<file path="src/stepper_valve_position_driver_unit_assert.svh">
// Assertion shorthands for the stepper valve driver.
// Both expect clk and rst_n in scope and are off while reset is low.
`ifndef STEPPER_VALVE_POSITION_DRIVER_UNIT_ASSERT_SVH
`define STEPPER_VALVE_POSITION_DRIVER_UNIT_ASSERT_SVH

// Property that holds at every sampled edge.
`define SVPD_ASSERT_ALWAYS(lbl, prop, msg) \
  lbl: assert property (@(posedge clk) disable iff (!rst_n) (prop)) else $error(msg);

// Consequence checked by a non-overlapping implication from the antecedent.
`define SVPD_ASSERT_NEXT(lbl, ante, cons, msg) \
  lbl: assert property (@(posedge clk) disable iff (!rst_n) (ante) |=> (cons)) else $error(msg);

`endif

</file>
<file path="src/svpd_pkg.sv">
package svpd_pkg;

  localparam int POSITION_BITS_DEF = 10;

  localparam int TARGET_W    = 10;
  localparam int NOW_W       = 32;
  localparam int HOLD_W      = 16;
  localparam int COIL_W      = 4;
  localparam int POS_FIELD_W = 10;
  localparam int PHASE_W     = 2;

  localparam int IN_DATA_W  = 48;
  localparam int OUT_DATA_W = 16;

  localparam logic [HOLD_W-1:0] HOLD_TIME_RST = 16'd600;

  localparam logic [PHASE_W-1:0] ST_SLEEP = 2'd0;
  localparam logic [PHASE_W-1:0] ST_START = 2'd1;
  localparam logic [PHASE_W-1:0] ST_RUN   = 2'd2;
  localparam logic [PHASE_W-1:0] ST_STOP  = 2'd3;

  localparam logic OP_CALL = 1'b0;
  localparam logic OP_LOAD = 1'b1;

  // Controller state that travels between the top level and the step logic.
  typedef struct packed {
    logic [PHASE_W-1:0] phase;
    logic [COIL_W-1:0]  coils;
    logic               armed;
    logic [NOW_W-1:0]   hold_start;
  } ctl_t;

  // Half-step order A, AB, B, BC, C, CD, D, DA.
  function automatic logic [COIL_W-1:0] beat_coils(input logic [2:0] idx);
    logic [COIL_W-1:0] c;
    case (idx)
      3'd0: c = 4'h1;
      3'd1: c = 4'h3;
      3'd2: c = 4'h2;
      3'd3: c = 4'h6;
      3'd4: c = 4'h4;
      3'd5: c = 4'hC;
      3'd6: c = 4'h8;
      3'd7: c = 4'h9;
      default: c = 4'h0;
    endcase
    return c;
  endfunction

endpackage

</file>
<file path="src/svpd_step.sv">
module svpd_step #(
  parameter int POSITION_BITS = svpd_pkg::POSITION_BITS_DEF
) (
  input  svpd_pkg::ctl_t                      ctl_i,
  input  logic [POSITION_BITS-1:0]            pos_i,
  input  logic                                op_i,
  input  logic [svpd_pkg::TARGET_W-1:0]       target_i,
  input  logic [svpd_pkg::NOW_W-1:0]          now_i,
  input  logic [svpd_pkg::HOLD_W-1:0]         hold_time_i,
  output svpd_pkg::ctl_t                      ctl_nxt,
  output logic [POSITION_BITS-1:0]            pos_nxt
);

  localparam int CW = (POSITION_BITS > svpd_pkg::TARGET_W) ? POSITION_BITS
                                                           : svpd_pkg::TARGET_W;
  localparam logic [CW-1:0] POS_MAX = CW'((64'd1 << POSITION_BITS) - 64'd1);
  localparam logic [POSITION_BITS-1:0] POS_ONE = POSITION_BITS'(1);

  logic [CW-1:0]                 tgt_ext;
  logic [CW-1:0]                 tgt_sat;
  logic [CW-1:0]                 pos_ext;
  logic [svpd_pkg::NOW_W-1:0]    elapsed;
  logic                          expired;

  assign tgt_ext = CW'(target_i);
  assign tgt_sat = (tgt_ext > POS_MAX) ? POS_MAX : tgt_ext;
  assign pos_ext = CW'(pos_i);
  assign elapsed = now_i - ctl_i.hold_start;
  assign expired = elapsed > svpd_pkg::NOW_W'(hold_time_i);

  always_comb begin
    ctl_nxt = ctl_i;
    pos_nxt = pos_i;
    if (op_i == svpd_pkg::OP_LOAD) begin
      pos_nxt = tgt_ext[POSITION_BITS-1:0];
    end else begin
      case (ctl_i.phase)
        svpd_pkg::ST_SLEEP: begin
          if (pos_ext != tgt_sat) begin
            ctl_nxt.phase = svpd_pkg::ST_START;
          end
        end
        svpd_pkg::ST_START: begin
          ctl_nxt.coils = svpd_pkg::beat_coils(pos_i[2:0]);
          if (!ctl_i.armed) begin
            ctl_nxt.armed      = 1'b1;
            ctl_nxt.hold_start = now_i;
          end else if (expired) begin
            ctl_nxt.armed = 1'b0;
            ctl_nxt.phase = svpd_pkg::ST_RUN;
          end
        end
        svpd_pkg::ST_RUN: begin
          if (pos_ext > tgt_sat) begin
            pos_nxt       = pos_i - POS_ONE;
            ctl_nxt.coils = svpd_pkg::beat_coils(pos_nxt[2:0]);
          end else if (pos_ext < tgt_sat) begin
            pos_nxt       = pos_i + POS_ONE;
            ctl_nxt.coils = svpd_pkg::beat_coils(pos_nxt[2:0]);
          end else begin
            ctl_nxt.phase = svpd_pkg::ST_STOP;
          end
        end
        default: begin
          if (!ctl_i.armed) begin
            ctl_nxt.armed      = 1'b1;
            ctl_nxt.hold_start = now_i;
          end else if (expired) begin
            ctl_nxt.armed = 1'b0;
            ctl_nxt.coils = '0;
            ctl_nxt.phase = svpd_pkg::ST_SLEEP;
          end
        end
      endcase
    end
  end

endmodule

</file>
<file path="src/stepper_valve_position_driver_unit.sv">
// Stepper valve position driver: four-coil half-step drive toward a target.
// Input stream: one beat per controller call. in_tuser is the op flag
// (0 = controller call, 1 = load the position counter); in_tdata carries
// target_open and the millisecond time stamp now_ms. Every input beat
// yields exactly one output beat with the coil drive, the position after
// the call and the controller phase.
// Config channel: cfg_data writes hold_time_ms; always ready, write it only
// while the block is idle.
// Output is registered after the step logic. Throughput: one beat per
// cycle while in_tready is high, set by the single registered pass.
// Stall: a two-entry output buffer (result register plus skid register)
// keeps in_tready high for one more beat after out_tready drops; then
// in_tready goes low until the skid entry drains.
// Reset (rst_n low, synchronous): phase sleep, position 0, coils off, hold
// timer disarmed, hold_time_ms = 600, output buffer empty, in_tready low.
module stepper_valve_position_driver_unit #(
  parameter int POSITION_BITS = svpd_pkg::POSITION_BITS_DEF
) (
  input  logic                                clk,
  input  logic                                rst_n,
  // in_tdata: target_open [9:0], now_ms [41:10], zero pad [47:42]
  input  logic                                in_tvalid,
  output logic                                in_tready,
  input  logic [svpd_pkg::IN_DATA_W-1:0]      in_tdata,
  // in_tuser: op [0]
  input  logic                                in_tuser,
  // out_tdata: coils [3:0], position [13:4], phase [15:14]
  output logic                                out_tvalid,
  input  logic                                out_tready,
  output logic [svpd_pkg::OUT_DATA_W-1:0]     out_tdata,
  input  logic                                cfg_valid,
  output logic                                cfg_ready,
  input  logic [svpd_pkg::HOLD_W-1:0]         cfg_data
);

  localparam int CW = (POSITION_BITS > svpd_pkg::POS_FIELD_W) ? POSITION_BITS
                                                              : svpd_pkg::POS_FIELD_W;

  svpd_pkg::ctl_t                    ctl_r;
  svpd_pkg::ctl_t                    ctl_nxt;
  logic [POSITION_BITS-1:0]          pos_r;
  logic [POSITION_BITS-1:0]          pos_nxt;
  logic [svpd_pkg::HOLD_W-1:0]       hold_time_r;

  logic [svpd_pkg::OUT_DATA_W-1:0]   out_tdata_r;
  logic                              out_tvalid_r;
  logic [svpd_pkg::OUT_DATA_W-1:0]   skid_tdata_r;
  logic                              skid_valid_r;

  logic                              in_accept;
  logic [svpd_pkg::TARGET_W-1:0]     in_target;
  logic [svpd_pkg::NOW_W-1:0]        in_now;
  logic [CW-1:0]                     pos_nxt_ext;
  logic [svpd_pkg::OUT_DATA_W-1:0]   result;

  // Take a beat whenever the skid entry is free; hold off during reset.
  assign in_tready = rst_n && !skid_valid_r;
  assign in_accept = in_tvalid && in_tready;
  assign cfg_ready = 1'b1;

  assign in_target = in_tdata[svpd_pkg::TARGET_W-1:0];
  assign in_now    = in_tdata[svpd_pkg::TARGET_W +: svpd_pkg::NOW_W];

  svpd_step #(
    .POSITION_BITS (POSITION_BITS)
  ) u_step (
    .ctl_i       (ctl_r),
    .pos_i       (pos_r),
    .op_i        (in_tuser),
    .target_i    (in_target),
    .now_i       (in_now),
    .hold_time_i (hold_time_r),
    .ctl_nxt     (ctl_nxt),
    .pos_nxt     (pos_nxt)
  );

  // Report the counter in the 10-bit position field.
  assign pos_nxt_ext = CW'(pos_nxt);
  assign result = {ctl_nxt.phase, pos_nxt_ext[svpd_pkg::POS_FIELD_W-1:0], ctl_nxt.coils};

  // Controller state and hold time register.
  always_ff @(posedge clk) begin
    if (!rst_n) begin
      ctl_r       <= '0;
      pos_r       <= '0;
      hold_time_r <= svpd_pkg::HOLD_TIME_RST;
    end else begin
      if (in_accept) begin
        ctl_r <= ctl_nxt;
        pos_r <= pos_nxt;
      end
      if (cfg_valid && cfg_ready) begin
        hold_time_r <= cfg_data;
      end
    end
  end

  // Output register with a skid entry behind it.
  always_ff @(posedge clk) begin
    if (!rst_n) begin
      out_tvalid_r <= 1'b0;
      skid_valid_r <= 1'b0;
    end else if (!out_tvalid_r || out_tready) begin
      // Output slot frees up: drain the skid entry first, else load the new beat.
      if (skid_valid_r) begin
        out_tvalid_r <= 1'b1;
        skid_valid_r <= 1'b0;
      end else begin
        out_tvalid_r <= in_accept;
      end
    end else if (in_accept) begin
      // Receiver stalled: park the new result in the skid entry.
      skid_valid_r <= 1'b1;
    end
  end

  always_ff @(posedge clk) begin
    if (!out_tvalid_r || out_tready) begin
      if (skid_valid_r) begin
        out_tdata_r <= skid_tdata_r;
      end else if (in_accept) begin
        out_tdata_r <= result;
      end
    end else if (in_accept) begin
      skid_tdata_r <= result;
    end
  end

  assign out_tvalid = out_tvalid_r;
  assign out_tdata  = out_tdata_r;

`include "stepper_valve_position_driver_unit_assert.svh"

  `SVPD_ASSERT_ALWAYS(a_skid_behind_out, !skid_valid_r || out_tvalid_r, "skid entry full while output register empty")
  `SVPD_ASSERT_ALWAYS(a_armed_in_hold, !ctl_r.armed || ctl_r.phase == svpd_pkg::ST_START || ctl_r.phase == svpd_pkg::ST_STOP, "hold timer armed outside a hold phase")
  `SVPD_ASSERT_ALWAYS(a_sleep_coils_off, ctl_r.phase != svpd_pkg::ST_SLEEP || ctl_r.coils == '0, "coils energized in sleep")
  `SVPD_ASSERT_NEXT(a_step_beat, in_accept && !in_tuser && ctl_r.phase == svpd_pkg::ST_RUN && pos_nxt != pos_r, ctl_r.coils == svpd_pkg::beat_coils(pos_r[2:0]), "coil beat does not match stepped position")

endmodule

</file>
<file path="config.mk">
export PLATFORM = sky130hd
export DESIGN_NAME = stepper_valve_position_driver_unit
export DESIGN_NICKNAME = d
export VERILOG_FILES = /design/src/svpd_pkg.sv /design/src/svpd_step.sv /design/src/stepper_valve_position_driver_unit.sv
export VERILOG_INCLUDE_DIRS = /design/src /design/src/src
export SDC_FILE = /design/constraint.sdc
export NUM_CORES = 1
export LEC_CHECK = 0
export ABC_CLOCK_PERIOD_IN_PS = 5000
export BUFFER_PORTS_ARGS = -buffer_cell sky130_fd_sc_hd__clkbuf_2
export CAP_MARGIN = 20
export CORE_MARGIN = 2
export CORE_UTILIZATION = 40
export CTS_BUF_LIST = sky130_fd_sc_hd__clkbuf_8
export DETAILED_ROUTE_END_ITERATION = 8
export GPL_ROUTABILITY_DRIVEN = 0
export HOLD_SLACK_MARGIN = 0.15
export PLACE_DENSITY = 0.69
export REMOVE_ABC_BUFFERS = 1
export SLEW_MARGIN = 20
export SYNTH_ARGS = -nofsm -noshare
export SYNTH_HDL_FRONTEND = slang
export SYNTH_SLANG_ARGS = --single-unit
export TNS_END_PERCENT = 20
</file>
<file path="constraint.sdc">
create_clock -name clk -period 5 [get_ports clk]
set_input_delay 1 -clock clk [delete_from_list [all_inputs] [get_ports clk]]
set_output_delay 1 -clock clk [all_outputs]
set_load 0.005 [all_outputs]
</file>
==> out/qor.yml <==
overflow: 0
rsz0062_at_grt: "true"
whs_path_depth: 2
synth_top_area_share_pct: 18.9
synth.distinct_cells: 78
clock_latency_ps: 390
cap_violations: 0
fin_skew_ps: 12.6
cp_max_fo: 5
min_path_type: "reg2reg"
synth_flop_cell: "dfxtp_1"
drt_first_pass_iters: 5
setup-violations-final: 19
synth-seq-area-share_pct: 31.7
slew_violations: 0
detail_route.wl_per_cell_um: 15.3
io_pins: 89
cts_num_sinks: 103
drc: 0
vdd_ir_drop_max_mv: 0.149
synth-edff-count: 32
leakagePower_nw: 3.62
via_count: 6986
cp.required_ps: 5220
synthArstFlopShare_pct: 0
drtIter0Drc: 323
cts_tree: "yes"
comb_power_share_pct: 27.2
seqPwrFrac_pct: 47.4
grt_pass1_wl_um: 31400
final_net_count: 1176
first_global_vias: 6660
clkTransAtPathRegs_ps: 100
intPower_w: 0.00131
syn2layout_area_growth_pct: 19.6
place_ws_ps: -838
hpwl_um: 14200
fp.dieH_um: 141
floorplan.initialDensity_pct: 40.4
fin_crit_ps: 5370
synth-seq-cells: 103
cts-buffers-inserted: 9
rows: 50
cts_hold_buf: 0
max-slew-margin-rel_pct: 38.9
synth_area_leader_cell: "dfxtp_1"
synth_area_leaders: "dfxtp_1 19%, edfxtp_1 13%, ha_1 11%"
die_area_um2: 19900
postSynthCellCount: 925
clockBufferDepth: 2
dp.cells: 1253
worstSetupPathType: "in2reg"
routed_wirelength_um: 19600
reg2regPathDepth: 20
drive_gt1_share_pct: 21.8
port_buffers: 81
nFillCells: 1822
crit_path_end_kind: "register"
post-route-period-util_pct: 107
grt_max_degree: 43
power.share.switching_pct: 32.3
yosysWarnings: 0
stdcell_area_um2: 8980
placed_cell_area_um2: 8470
worstSetupStartpointType: "input pin"
die-width_um: 141
power.density_nw_per_um2: 216
root_buffer: "clkbuf_8"
r2r_end: "out_tdata[3]"
worstPathArrival_ps: 5590
fmax_mhz: 186
hold_viol_final: 0
ff2ff_setup_slack_ps: -100
antenna_found_initial: 0
synth_area_um2: 7500
track_usage_pct: 19.4
synth_commonest_cells: "126 x nand2_1, 94 x a21oi_1, 79 x inv_1"
syn_avg_cell_area_um2: 8.11
diodes: 0
routed_via_density: 5.46
status: "complete, but fails checks"
synth_most_common_cell: "nand2_1"
instances_no_fill: 1280
violations: "negative setup slack"
worst_pin_slew_ps: 917
h-tree-depth: 3
worst_slack_ps: -373
clkPwrFrac_pct: 25.5
postRouteAntennaNets: 0
p_switching_w: 0.000626
core_area_um2: 18600
==> logic make-up after synthesis <==
logic type                 after synthesis  share of synthesized area [%]
and+or+nand+nor                        300                           18.7
AOI/OAI and AO/OA                      265                           23.9
buffers and inverters                  132                           7.12
DFF                                    103                           31.7
adders and majority gates               65                           10.9
muxes                                   31                           4.27
xor gates and xnor gates                28                           3.27
other                                    1                         0.0500
==> cell usage in the layout, fill, tap and decap left out, drive strengths merged, types with 4 or more instances in the layout <==
master   netlist  layout
nand2        126     126
a21oi         95      95
clkbuf        33      90
inv           79      82
buf           18      75
dfxtp         71      71
nor2          65      65
ha            64      64
o21ai         42      42
edfxtp        32      32
mux2i         23      23
nand4         21      21
nor2b         20      20
a21o          18      18
xnor2         16      16
a31oi         16      16
nand3         14      14
o21a          12      12
xor2          12      12
nor3          11      11
o31ai         11      11
o211ai         9       9
mux2           8       8
a211oi         8       8
and2           8       8
or2            7       7
nand2b         6       6
a2111oi        6       6
and3           5       5
o21bai         5       5
or3            5       5
o2111ai        5       5
o221ai         4       4
a221oi         4       4
clkinv         2       4
==> how the worst max path moves through the flow <==
stage,startpoint,to,cells past startpoint
global route,in_tdata[11],out_tdata[3],20
global placement,in_tdata[10],ctl_r[36],22
detailed placement,in_tdata[10],ctl_r[36],22
floorplan,in_tdata[10],out_tdata[3],20
CTS,in_tdata[10],skid_tdata_r[1],22
finish,in_tdata[10],out_tdata[3],23
==> per-stage QoR <==
step	power, W	hold slack (ps)	utilization (%)	setup TNS, ps
2_1_floorplan	0.00125	436	-	-3340
3_3_place_gp	0.00142	442	45.6	-10850
3_5_place_dp	0.00143	446	45.6	-14200
4_1_cts	0.00193	461	47.1	-3430
5_1_grt	0.00205	478	48.3	-7850
6_report	0.00194	459	48.3	-4170
==> what timing repair did <==
item                                    4_1_cts  5_1_grt
gates cloned                                  1        0
resized for setup                            17       26
pin swaps                                     4       12
setup buffers                                 2        8
endpoints found under the setup margin       19       19
==> critical path, cell delays in order <==
cell	delay, ps
buf_8	80
inv_4	30
ha_4	150
fa_2	330
nand2b_4	150
a21o_1	180
buf_4	150
nand2_4	60
nand3_2	90
o21ba_4	210
xnor2_1	130
ha_1	300
nand4_1	90
or2_1	230
or3_4	360
a2111oi_4	310
o2111ai_2	170
a2111oi_2	270
nand4_1	220
o41ai_4	480
nand3_4	180
buf_6	170
a311oi_1	230
==> power groups by stage <==
stage | clock network (W) | registers [W] | logic, W
after floorplan | 0 | 0.000932 | 0.000314
after global placement | 0 | 0.000936 | 0.000480
after detailed placement | 0 | 0.000937 | 0.000490
after CTS | 0.000512 | 0.000918 | 0.000499
after global routing | 0.000543 | 0.000922 | 0.000585
final | 0.000494 | 0.000918 | 0.000526
==> routing by layer <==
layer	global-route usage [%]	vias up	wire length, µm
li1	-	3520	-
met1	22.9	3309	8550
met2	35.8	132	9970
met3	3.13	25	687
met4	5.95	0	418
met5	0	-	0
==> area by class of cell <==
class                      instances  area [µm²]  share of cell area [%]
clock inverter                     7        51.3                   0.571
clock buffer                       9         124                    1.38
sequential                       103        2380                    26.5
tap                              234         293                    3.26
inverter                          81         307                    3.41
multi-input combinational        690        4810                    53.6
timing repair buffer             156        1010                    11.3
Power figures use the tool's default switching activity.
